### src/rtl/rpd_pkg.sv
`timescale 1ns / 1ps
// ----------------------------------------------------------------------------
// rpd_pkg
// Shared types and constants for the run-length pixel decoder.
// ----------------------------------------------------------------------------
package rpd_pkg;

   localparam int OUT_LANES  = 4;
   localparam int COUNT_BITS = 24;

   localparam int BYTE_W   = 8;
   localparam int PIXEL_W  = 32;
   localparam int COPIES_W = 3;
   localparam int BPP_W    = 3;
   localparam int LEFT_W   = 8;
   localparam int IDX_W    = 2;
   localparam int CSR_W    = COUNT_BITS;

   // Configuration register indexes.
   localparam logic CSR_BYTES_PER_PIXEL = 1'b0;
   localparam logic CSR_PIXEL_COUNT     = 1'b1;

   // A control byte of this value is treated as a single literal.
   localparam logic [BYTE_W-1:0] CTRL_NOP = 8'h80;

   typedef struct packed {
      logic [BYTE_W-1:0] stream_byte;
      logic              first_byte;
   } req_type;

   typedef struct packed {
      logic [PIXEL_W-1:0]  pixel_value;
      logic [COPIES_W-1:0] copies;
      logic                image_done;
      logic                overrun_error;
   } rsp_type;

   // Controller to datapath.
   typedef struct packed {
      logic accept;   // Take the presented input byte.
      logic emit;     // Produce one result beat into the output register.
   } cmd_type;

   // Datapath to controller.
   typedef struct packed {
      logic pixel_done;  // The presented byte completes a pixel.
      logic emit_last;   // The beat being produced ends this pixel's results.
   } status_type;

endpackage

### src/rtl/rpd_ctrl.sv
`timescale 1ns / 1ps
// ----------------------------------------------------------------------------
// rpd_ctrl
// Sequencer: takes bytes, then steps through result beats of a finished pixel.
// ----------------------------------------------------------------------------
module rpd_ctrl (
   input  logic                clock,
   input  logic                reset,
   input  logic                req_valid,
   output logic                req_stall,
   output logic                rsp_valid,
   input  logic                rsp_stall,
   output logic                csr_ready,
   input  rpd_pkg::status_type status,
   output rpd_pkg::cmd_type    cmd
);
   import rpd_pkg::*;

   typedef enum logic {
      ST_ACCEPT,
      ST_EMIT
   } state_type;

   state_type state_ff;
   logic      rsp_valid_ff;
   logic      out_free;

   assign out_free   = !rsp_valid_ff || !rsp_stall;
   assign cmd.accept = (state_ff == ST_ACCEPT) && req_valid;
   assign cmd.emit   = (state_ff == ST_EMIT) && out_free;
   assign req_stall  = (state_ff != ST_ACCEPT);
   assign csr_ready  = (state_ff == ST_ACCEPT);
   assign rsp_valid  = rsp_valid_ff;

   always_ff @(posedge clock) begin
      if (reset) begin
         state_ff     <= ST_ACCEPT;
         rsp_valid_ff <= 1'b0;
      end else begin
         if (cmd.emit) begin
            rsp_valid_ff <= 1'b1;
         end else if (!rsp_stall) begin
            rsp_valid_ff <= 1'b0;
         end
         unique case (state_ff)
            ST_ACCEPT: begin
               if (cmd.accept && status.pixel_done) begin
                  state_ff <= ST_EMIT;
               end
            end
            ST_EMIT: begin
               if (cmd.emit && status.emit_last) begin
                  state_ff <= ST_ACCEPT;
               end
            end
            default: state_ff <= ST_ACCEPT;
         endcase
      end
   end

endmodule

### src/rtl/rpd_datapath.sv
`timescale 1ns / 1ps
// ----------------------------------------------------------------------------
// rpd_datapath
// Decoder state, pixel assembly, beat sizing and the result register.
// ----------------------------------------------------------------------------
module rpd_datapath (
   input  logic                            clock,
   input  logic                            reset,
   input  rpd_pkg::req_type                req_data,
   output rpd_pkg::rsp_type                rsp_data,
   input  logic                            csr_write,
   input  logic                            csr_index,
   input  logic [rpd_pkg::CSR_W-1:0]       csr_data,
   input  rpd_pkg::cmd_type                cmd,
   output rpd_pkg::status_type             status
);
   import rpd_pkg::*;

   // Configuration.
   logic [BPP_W-1:0]      bpp_ff;
   logic [COUNT_BITS-1:0] count_ff;

   // Decoder state.
   logic                  active_ff, active_in;
   logic                  expect_ff, expect_in;
   logic                  run_ff, run_in;
   logic [LEFT_W-1:0]     left_ff, left_in;
   logic [IDX_W-1:0]      idx_ff, idx_in;
   logic [PIXEL_W-1:0]    asm_ff, asm_in;
   logic [COUNT_BITS-1:0] emitted_ff, emitted_in;
   logic [PIXEL_W-1:0]    value_ff, value_in;
   rsp_type               rsp_ff, rsp_in;

   // Effective view of the state for the presented byte.
   logic                  eff_active, eff_expect;
   logic [IDX_W-1:0]      eff_idx;
   logic [BPP_W-1:0]      eff_bpp;
   logic                  idx_last;
   logic [BYTE_W-1:0]     ctrl_byte;
   logic [LEFT_W:0]       run_len;
   logic [PIXEL_W-1:0]    asm_next;

   // Beat sizing.
   logic [COUNT_BITS-1:0] room, lane_cap, k_left, k_beat;
   logic [COUNT_BITS-1:0] emitted_next;
   logic [LEFT_W-1:0]     left_next;
   logic                  overrun, done_next;

   assign eff_bpp    = (bpp_ff >= 3'd1 && bpp_ff <= 3'd4) ? bpp_ff : 3'd4;
   assign eff_active = req_data.first_byte ? (count_ff != '0) : active_ff;
   assign eff_expect = req_data.first_byte | expect_ff;
   assign eff_idx    = req_data.first_byte ? '0 : idx_ff;
   assign idx_last   = ({1'b0, eff_idx} + 3'd1) >= eff_bpp;
   assign ctrl_byte  = (req_data.stream_byte == CTRL_NOP) ? '0 : req_data.stream_byte;
   assign run_len    = 9'd257 - {1'b0, ctrl_byte};
   assign asm_next   = (eff_idx == '0) ? {{(PIXEL_W-BYTE_W){1'b0}}, req_data.stream_byte}
                                       : {asm_ff[PIXEL_W-BYTE_W-1:0], req_data.stream_byte};

   assign status.pixel_done = eff_active && !eff_expect && idx_last;

   // One beat takes the smallest of the lane limit, the packet rest and the room
   // left in the image.
   assign room         = count_ff - emitted_ff;
   assign overrun      = emitted_ff >= count_ff;
   assign lane_cap     = run_ff ? COUNT_BITS'(OUT_LANES) : COUNT_BITS'(1);
   assign k_left       = ({{(COUNT_BITS-LEFT_W){1'b0}}, left_ff} < lane_cap)
                         ? {{(COUNT_BITS-LEFT_W){1'b0}}, left_ff} : lane_cap;
   assign k_beat       = (room < k_left) ? room : k_left;
   assign emitted_next = emitted_ff + k_beat;
   assign left_next    = left_ff - k_beat[LEFT_W-1:0];
   assign done_next    = emitted_next >= count_ff;

   assign status.emit_last = overrun || (left_next == '0) || (!run_ff && !done_next);

   always_comb begin
      active_in  = active_ff;
      expect_in  = expect_ff;
      run_in     = run_ff;
      left_in    = left_ff;
      idx_in     = idx_ff;
      asm_in     = asm_ff;
      emitted_in = emitted_ff;
      value_in   = value_ff;
      rsp_in     = rsp_ff;
      if (cmd.accept) begin
         if (req_data.first_byte) begin
            active_in  = eff_active;
            expect_in  = 1'b1;
            run_in     = 1'b0;
            left_in    = '0;
            idx_in     = '0;
            asm_in     = '0;
            emitted_in = '0;
         end
         if (eff_active) begin
            if (eff_expect) begin
               if (ctrl_byte[BYTE_W-1]) begin
                  run_in  = 1'b1;
                  left_in = run_len[LEFT_W-1:0];
               end else begin
                  run_in  = 1'b0;
                  left_in = ctrl_byte + 8'd1;
               end
               expect_in = 1'b0;
               idx_in    = '0;
            end else begin
               asm_in = asm_next;
               if (!idx_last) begin
                  idx_in = eff_idx + 2'd1;
               end else begin
                  idx_in = '0;
                  unique case (eff_bpp)
                     3'd1:    value_in = asm_next & 32'h0000_00ff;
                     3'd2:    value_in = asm_next & 32'h0000_ffff;
                     3'd3:    value_in = asm_next & 32'h00ff_ffff;
                     default: value_in = asm_next;
                  endcase
               end
            end
         end
      end else if (cmd.emit) begin
         if (overrun) begin
            rsp_in.pixel_value   = '0;
            rsp_in.copies        = '0;
            rsp_in.image_done    = 1'b0;
            rsp_in.overrun_error = 1'b1;
            active_in            = 1'b0;
         end else begin
            rsp_in.pixel_value   = value_ff;
            rsp_in.copies        = k_beat[COPIES_W-1:0];
            rsp_in.image_done    = done_next;
            rsp_in.overrun_error = 1'b0;
            emitted_in           = emitted_next;
            left_in              = left_next;
            if (left_next == '0) begin
               if (done_next) begin
                  active_in = 1'b0;
               end else begin
                  expect_in = 1'b1;
               end
            end
         end
      end
   end

   always_ff @(posedge clock) begin
      if (reset) begin
         bpp_ff     <= 3'd1;
         count_ff   <= COUNT_BITS'(1);
         active_ff  <= 1'b0;
         expect_ff  <= 1'b1;
         run_ff     <= 1'b0;
         left_ff    <= '0;
         idx_ff     <= '0;
         emitted_ff <= '0;
      end else begin
         if (csr_write) begin
            unique case (csr_index)
               CSR_BYTES_PER_PIXEL: bpp_ff   <= csr_data[BPP_W-1:0];
               CSR_PIXEL_COUNT:     count_ff <= csr_data[COUNT_BITS-1:0];
               default:             bpp_ff   <= bpp_ff;
            endcase
         end
         active_ff  <= active_in;
         expect_ff  <= expect_in;
         run_ff     <= run_in;
         left_ff    <= left_in;
         idx_ff     <= idx_in;
         emitted_ff <= emitted_in;
      end
   end

   always_ff @(posedge clock) begin
      if (reset) begin
         asm_ff <= '0;
      end else begin
         asm_ff <= asm_in;
      end
      value_ff <= value_in;
      rsp_ff   <= rsp_in;
   end

   assign rsp_data = rsp_ff;

endmodule

### src/rtl/rle_pixel_run_decoder.sv
`timescale 1ns / 1ps
// ----------------------------------------------------------------------------
// rle_pixel_run_decoder
// PackBits style run-length decoder for pixels of one to four bytes.
// ----------------------------------------------------------------------------
// Usage: compressed bytes enter on the req_ channel, one byte per transaction;
// first_byte marks the control byte that opens a new image. Decoded beats leave
// on the rsp_ channel, each one pixel value with one to four copies, image_done
// on the beat holding the image's final pixel, or an overrun_error beat.
// Control bytes and all but the last byte of a pixel are taken and give no
// result. The byte that completes a pixel is taken, then the input stalls while
// beats are produced: one beat for each literal pixel, ceil(n/4) beats for a
// run of n pixels, plus one overrun_error beat if the pixel count is exceeded.
// The first beat enters the output register after the pixel value is registered,
// once that register is free. A stalled receiver holds the output register and the
// beat sequence waits; the input keeps accepting bytes while the last beat is held.
// Registers bytes_per_pixel (index 0) and pixel_count (index 1) must be written
// through the csr_ port only between images; the block does not enforce this.
// Reset sets both to 1, idles the decoder until a first byte, empties the output register.
// ----------------------------------------------------------------------------
module rle_pixel_run_decoder (
   input  logic                        clock,
   input  logic                        reset,
   input  logic                        req_valid,
   output logic                        req_stall,
   input  rpd_pkg::req_type            req_data,
   output logic                        rsp_valid,
   input  logic                        rsp_stall,
   output rpd_pkg::rsp_type            rsp_data,
   input  logic                        csr_valid,
   output logic                        csr_ready,
   input  logic                        csr_index,
   input  logic [rpd_pkg::CSR_W-1:0]   csr_data
);
   import rpd_pkg::*;

   cmd_type    cmd;
   status_type status;

   rpd_ctrl u_ctrl (
      .clock     (clock),
      .reset     (reset),
      .req_valid (req_valid),
      .req_stall (req_stall),
      .rsp_valid (rsp_valid),
      .rsp_stall (rsp_stall),
      .csr_ready (csr_ready),
      .status    (status),
      .cmd       (cmd)
   );

   rpd_datapath u_datapath (
      .clock     (clock),
      .reset     (reset),
      .req_data  (req_data),
      .rsp_data  (rsp_data),
      .csr_write (csr_valid && csr_ready),
      .csr_index (csr_index),
      .csr_data  (csr_data),
      .cmd       (cmd),
      .status    (status)
   );

endmodule
### config.mk
export PLATFORM = sky130hd
export DESIGN_NAME = rle_pixel_run_decoder
export DESIGN_NICKNAME = d
export VERILOG_FILES = /design/src/rtl/rpd_pkg.sv /design/src/rtl/rpd_ctrl.sv /design/src/rtl/rpd_datapath.sv /design/src/rtl/rle_pixel_run_decoder.sv
export SDC_FILE = /design/constraint.sdc
export NUM_CORES = 1
export LEC_CHECK = 0
export BUFFER_PORTS_ARGS = -buffer_cell sky130_fd_sc_hd__buf_2
export CORE_ASPECT_RATIO = 1.2
export CORE_MARGIN = 2
export CORE_UTILIZATION = 40
export DETAILED_ROUTE_END_ITERATION = 7
export GPL_ROUTABILITY_DRIVEN = 0
export PLACE_DENSITY = 0.59
export SETUP_SLACK_MARGIN = 0.2
export SLEW_MARGIN = 10
export SYNTH_ARGS = -nofsm -noshare
export SYNTH_HDL_FRONTEND = slang
export SYNTH_HIERARCHICAL = 1
export SYNTH_SLANG_ARGS = --single-unit
### constraint.sdc
create_clock -name clock -period 6.87 [get_ports clock]
set_clock_uncertainty 0.15 [all_clocks]
set_input_delay 0.687 -clock clock [delete_from_list [all_inputs] [get_ports clock]]
set_output_delay 0.687 -clock clock [all_outputs]
set_load 0.05 [all_outputs]
# After elaboration in Yosys (flattened, before gate mapping)
# Index checks and enable logic that the tools add are counted.
totals:
  regBits: 167
  in_bits: 39
  out_inout_bits: 40
  wordCells: 125
classes:
  n_addsub: 7
  order_cmp: 7
  eq_ne: 8
  mux: 50
  n_bitwise: 5
  n_reduce_logical: 32
op_table:
  columns: ["op", "n"]
  rows:
  - ["24-bit 2-to-1 mux", 6]
  - ["32-bit 2-to-1 mux", 4]
  - ["32-bit one-hot mux with 3 select lines", 1]
  - ["8-bit 2-to-1 mux", 8]
  - ["24-bit greater-or-equal comparator", 2]
  - ["24-bit adder", 1]
  - ["24-bit less-than comparator", 1]
  - ["8-bit by 24-bit less-than comparator with 1-bit output", 1]
  - ["1-bit 2-to-1 mux", 24]
  - ["24-bit nonzero test", 1]
  - ["24-bit subtractor", 1]
  - ["4-bit AND reduction", 3]
  - ["1-bit logical AND", 9]
  - ["8-bit by 1-bit adder with 8-bit output, second input constant", 1]
  - ["8-bit equality test, second input constant", 1]
  - ["8-bit zero test", 1]
  - ["2-bit 2-to-1 mux", 4]
  - ["2-bit AND reduction", 4]
  - ["1-bit by 8-bit subtractor with 8-bit output, first input constant", 1]
  - ["8-bit subtractor", 1]
  - ["3-bit by 2-bit equality test with 1-bit output, second input constant", 2]
  - ["3-bit 2-to-1 mux", 2]
  - ["2-bit != test, second input constant", 3]
  - ["3-bit nonzero test", 2]
  - ["15 further kinds", 25]

# Logic depth before layout (Yosys ltp)
logic_depth:
  ltp_word: 13
  depth_mapped: 39
  ltp_nobuf: 39

# Cells and area by module
# The synthesis kept the hierarchy.
modules_own_cells:
  columns: ["mod", "instances", "cells_per_inst", "area_per_inst_um2", "seq_area_each_um2"]
  rows:
  - ["rpd_datapath", 1, 1174, 10166.0, 3833.7]
  - ["rpd_ctrl", 1, 9, 80.1, 40.0]
  - ["rle_pixel_run_decoder", 1, 1, 6.3, 0.0]

# Worst setup path before layout
# No wires, ideal clock.
synth_timing:
  path_kind: "reg2reg"
  startpoint: "reg u_datapath.run_ff"
  endpoint: "reg u_datapath.expect_ff"
  t_arrival_ns: 7.285
  required_ns: 6.660
  path_slack_ns: -0.625
  stages_incl_launch_ff: 34
  path_buffers: 0
  period_less_slack_ns: 7.495
  cell_sequence: "dfxtp_1 -> inv_1 -> ha_1 -> or4_1 -> nor3_1 -> nand2_1 -> mux2i_1 -> ha_1 -> a21o_1 -> a21oi_1 -> o21ai_0 -> a2111oi_0 -> o2111a_1 -> o2111ai_1 -> nor4_4 -> nand2_2 -> mux2_4 -> inv_1 -> ha_1 -> a21oi_1 -> o31ai_1 -> and2_1 -> a21oi_1 -> o221ai_1 -> o2111a_1 -> a2111oi_0 -> xnor2_1 -> ha_1 -> a21oi_1 -> nand3_1 -> o21ai_0 -> nand3_1 -> a211oi_1 -> o41a_1"
synth_between:
  elab_chain_len: 9
  elab_cells_between_ends: 12
  classes_between: "2 x add/sub; 3 x order compare; 1 x eq/ne; 3 x mux; 3 x reduce/logical"
synth_lines:
  columns: ["element", "line", "source"]
  rows:
  - ["start: declaration", "rpd_datapath.sv:26", "logic run_ff, run_in;"]
  - ["start signal: assignment", "rpd_datapath.sv:166", "run_ff <= run_in;"]
  - ["3-bit 2-to-1 mux (*)", "rpd_datapath.sv:65", "assign lane_cap = run_ff ? COUNT_BITS'(OUT_LANES) : COUNT_BITS'(1);"]
  - ["8-bit by 24-bit less-than comparator with 1-bit output", "rpd_datapath.sv:66", "assign k_left = ({{(COUNT_BITS-LEFT_W){1'b0}}, left_ff} < lane_cap)"]
  - ["24-bit 2-to-1 mux (*)", "rpd_datapath.sv:67", "? {{(COUNT_BITS-LEFT_W){1'b0}}, left_ff} : lane_cap;"]
  - ["24-bit less-than comparator", "rpd_datapath.sv:68", "assign k_beat = (room < k_left) ? room : k_left;"]
  - ["24-bit 2-to-1 mux (*)", "rpd_datapath.sv:68", null]
  - ["named net u_datapath.k_beat[1]", "rpd_datapath.sv:44", "logic [COUNT_BITS-1:0] room, lane_cap, k_left, k_beat;"]
  - ["24-bit adder / 8-bit subtractor (equally long branches)", "rpd_datapath.sv:69, rpd_datapath.sv:70", null]
  - ["24-bit greater-or-equal comparator / 8-bit zero test (equally long branches)", "rpd_datapath.sv:71, rpd_datapath.sv:135", null]
  - ["2-bit != test (no line) / 2-bit nonzero test (equally long branches)", null, null]
  - ["4-bit AND reduction (no line) (*)", null, null]
  - ["end signal: assignment", "rpd_datapath.sv:165", "expect_ff <= expect_in;"]
  - ["end: declaration", "rpd_datapath.sv:25", "logic expect_ff, expect_in;"]
# The timed path passes the listed nets; every way through them passes the cells marked *.
# A chain may end at the register's enable or synchronous reset.

# Worst setup path in the final report
layout_timing:
  startpoint: "reg u_datapath.run_ff"
  endpoint: "reg u_datapath.rsp_ff (netlist bit u_datapath/rsp_data[1]) (data pin)"
layout_between:
  elab_chain_len: 7
layout_lines:
  columns: ["element", "line", "source"]
  rows:
  - ["3-bit 2-to-1 mux (*)", "rpd_datapath.sv:65", null]
  - ["8-bit by 24-bit less-than comparator with 1-bit output", "rpd_datapath.sv:66", null]
  - ["24-bit 2-to-1 mux (*)", "rpd_datapath.sv:67", null]
  - ["24-bit less-than comparator", "rpd_datapath.sv:68", null]
  - ["24-bit 2-to-1 mux (*)", "rpd_datapath.sv:68", null]
  - ["named net u_datapath.k_beat[0]", "rpd_datapath.sv:44", null]
  - ["24-bit adder (*)", "rpd_datapath.sv:69", "assign emitted_next = emitted_ff + k_beat;"]
  - ["24-bit greater-or-equal comparator (*)", "rpd_datapath.sv:71", "assign done_next = emitted_next >= count_ff;"]
  - ["end signal: assignment", "rpd_datapath.sv:180", "rsp_ff <= rsp_in;"]
  - ["end: declaration", "rpd_datapath.sv:32", "rsp_type rsp_ff, rsp_in;"]
# Marks and branches as above.

==> flow_summary_export.csv <==
group,metric,value,unit
status,outcome,"finished with violations",
status,violations,"setup timing",
placement,port_buffers,78,
drt,routed_wl,28.5,mm
layout,syn_to_final_growth,26.9,%
layout,nets,1544,
hold_path,hold_path.class,"input port to flip-flop",
clock_network,clk_path_buf_depth,2,
clock_network,cts_tree,"built",
drt,viasPerCell,5.31,
floorplanning,die_area,26900,um^2
timing,finalSetupViolCount,4,
drt,drtAntennaViolNets,0,
setup_path,end_kind,"flip-flop",
pwr,ir_drop,0.156,mV
setup_path,cp_common_cell,"a21oi_2",
drt,firstDrtPassIters,5,
placement,place_ws,-774,ps
timing,tns,-2160,ps
flow_run,maxCapViolations,0,
timing,slew_headroom,31.4,%
pwr,power_per_cell_area,217,nW/um^2
setup_path,worstPathRequired,6920,ps
clock_network,cts_buffers,17,
grt,grt_pass1_vias,9038,
timing,fin_crit_sh,108,%
setup_path,slowest_delay,490,ps
layout,mostFrequentLayoutCells,"buf_4 (151), nand2_1 (114), nor2_1 (110)",
setup_path,worst_path_dominant_cell_family,"compound AO/OA/AOI/OAI gates",
timing,finalHoldViolations,0,
setup_path,timing.critical_path.buf_inv,6,
placement,hpwl,21.7,mm
setup_path,arrival,7490,ps
logic_synthesis,netlist_area,10300,um^2
timing,fin_crit,7450,ps
logic_synthesis,ys_seq_elements,159,
logic_synthesis,syn_inst,1184,
clock_network,insertion_delay,440,ps
drt,wire_per_inst,16.3,um
layout,post-route-util,51.3,%
grt,grt_max_degree,93,
clock_network,clk_transition_reported_paths,80,ps
logic_synthesis,yosysWarnings,6,
layout,final_common_cell,"buf_4",
layout,drive_above_1_share,23.4,%
grt,antenna_found_initial,0,
timing,slew_violations,0,
logic_synthesis,ys_types,74,
logic_synthesis,ys.flop_type,"dfxtp_1",
layout,fill_cells,2407,
placement,dpl_cell_area,12100,um^2
timing,setup_ws,-577,ps
grt,grt_pass1_wl,45.8,mm
pwr,power_leakage,5.62,nW
logic_synthesis,syn_avg_cell_area,8.66,um^2
layout,diodes,0,
drt,remaining_drc_errors,0,
logic_synthesis,synth-edff-count,69,
floorplanning,start_util,40.4,%
setup_path,critPathKind,"flip-flop to flip-flop",
setup_path,crit_path_start_kind,"flip-flop",
clock_network,htreeDepth,4,
floorplanning,die_x,150,um
grt,grt_overflow,0,
timing,whs,315,ps
setup_path,crit_fanout,3,
layout,final_cell_area,13000,um^2
floorplanning,core-area,25400,um^2
floorplanning,die_h,179,um
grt,grt_usage,21.8,%
floorplanning,pin_count,79,
drt,num_vias,9293,
drt,drtIter0Drc,649,
logic_synthesis,ys_seq_area_share,37.8,%
clock_network,ctsRootBufferMaster,"clkbuf_16",
clock_network,cts.sinks,159,
timing,tightest_slew,1030,ps
timing,rsz0062_at_grt,"true",
timing,fmax,134,MHz
logic_synthesis,ys_async_sr_fraction,0,%
floorplanning,num_rows,64,
setup_path,crit_slowest_cell,"or4_4",
clock_network,cts_hold_buf,0,
[worst reg2reg max path: cells and delay by family, from the launching register on]
| kind | cells | cell delay [ps] |
|---|---|---|
| AO/OA/AOI/OAI | 14 | 2630 |
| AND/OR/NAND/NOR | 9 | 1470 |
| XOR/XNOR | 1 | 210 |
| buffers and inverters | 6 | 600 |
| adder cells (fa/ha/maj) | 5 | 1290 |
| multiplexers | 2 | 470 |
| flip-flops | 1 | 360 |
[registers in the layout (all words and copies together) (netlist names)]
register,cells
u_datapath/active_ff,1
u_ctrl/req_stall,1
u_datapath/expect_ff,1
u_datapath/asm_ff,24
u_datapath/count_ff,24
u_datapath/rsp_data,37
u_datapath/bpp_ff,3
u_datapath/idx_ff,2
u_datapath/left_ff,8
u_datapath/value_ff,32
u_ctrl/rsp_valid,1
u_datapath/run_ff,1
u_datapath/emitted_ff,24
[per-layer routing]
metal | vias up | global-route usage, % | wire [um] | share of wire [%]
met5 | - | 0 | 0 | 0
met1 | 4360 | 25.7 | 12000 | 42
met2 | 228 | 39.7 | 14300 | 50
met3 | 46 | 2.41 | 1130 | 4.0
met4 | 0 | 9.71 | 1030 | 3.6
li1 | 4659 | - | - | -
[worst paths after layout]
kind	cells after the start	slack (ps)	start	end
worst max register to register	37	-580	u_datapath/run_ff$_SDFFE_PP0P_	u_datapath/rsp_data[1]$_SDFFCE_PP0P_
worst min-delay path	2	310	csr_data[0]	u_datapath/bpp_ff[0]$_SDFFE_PP1P_
worst min register to register	2	340	u_datapath/asm_ff[12]$_SDFFE_PP0P_	u_datapath/asm_ff[12]$_SDFFE_PP0P_
worst max-delay path	37	-580	u_datapath/run_ff$_SDFFE_PP0P_	u_datapath/rsp_data[1]$_SDFFCE_PP0P_
[final cells by class]
| type | instances | area [um^2] | area share, % |
|---|---|---|---|
| clock inverter | 15 | 210 | 1.62 |
| clock buffer | 17 | 425 | 3.27 |
| timing repair buffer | 231 | 1550 | 11.9 |
| inverter | 92 | 348 | 2.67 |
| multi-input combinational | 906 | 6190 | 47.6 |
| tap | 330 | 413 | 3.17 |
| sequential | 159 | 3880 | 29.8 |
[cell families after synthesis]
family,synth area share (%)
xor gates and xnor gates,3.16
buffers and inverters,5.09
and+or+nand+nor,20.2
AOI/OAI and AO/OA,20.2
other,0.0733
DFF,37.8
adders and majority gates,12.2
muxes,1.29
[power breakdown]
group	switching [mW]	leakage (nW)	internal, mW	total, mW
logic	0.422	3.99	0.350	0.771
clock network	0.506	0.307	0.509	1.01
registers	0.0177	1.32	1.02	1.04
[what timing repair did]
action                     in CTS  in global routing
pin swaps                      20                  4
setup endpoints to repair       4                  6
gates resized for setup        23                 13
buffers inserted                6                  3
[through the flow]
stage,power (mW),std cells
3_5_place_dp,1.78,1709
4_1_cts,2.82,1747
3_3_place_gp,1.78,1709
2_1_floorplan,1.54,1202
6_report,2.82,1750
5_1_grt,2.96,1750
[synthesized netlist by cell type (4+ instances only)]
| cell | n | share of area (%) |
|---|---|---|
| nor3_1 | 11 | 0.54 |
| o21a_1 | 9 | 0.66 |
| nand3b_1 | 4 | 0.29 |
| a221oi_1 | 4 | 0.34 |
| a211oi_1 | 10 | 0.73 |
| nor4_1 | 12 | 0.73 |
| nand2_1 | 115 | 4.2 |
| o21bai_1 | 4 | 0.29 |
| and4_1 | 4 | 0.34 |
| and3_1 | 8 | 0.49 |
| or2_2 | 5 | 0.31 |
| xor2_1 | 14 | 1.2 |
| nand4_1 | 13 | 0.79 |
| o22ai_1 | 8 | 0.49 |
| a211o_1 | 6 | 0.51 |
| o21ai_1 | 4 | 0.20 |
| a22oi_1 | 46 | 3.4 |
| a21oi_1 | 102 | 5.0 |
| and2_1 | 68 | 4.1 |
| inv_1 | 92 | 3.4 |
| a31oi_1 | 4 | 0.24 |
| nor2_1 | 114 | 4.2 |
| o31ai_1 | 7 | 0.51 |
| o31a_1 | 6 | 0.51 |
| ha_1 | 95 | 12 |
| a21o_1 | 24 | 1.8 |
| xnor2_1 | 23 | 2.0 |
| nand2b_1 | 19 | 1.2 |
| edfxtp_1 | 69 | 20 |
| buf_2 | 6 | 0.29 |
| nand3_1 | 18 | 0.88 |
| o21ai_0 | 49 | 2.4 |
| clkbuf_1 | 38 | 1.4 |
| or3_1 | 4 | 0.24 |
| mux2i_1 | 8 | 0.78 |
| dfxtp_1 | 90 | 18 |
| nor2b_1 | 13 | 0.79 |
(Power assumes the default switching activity.)
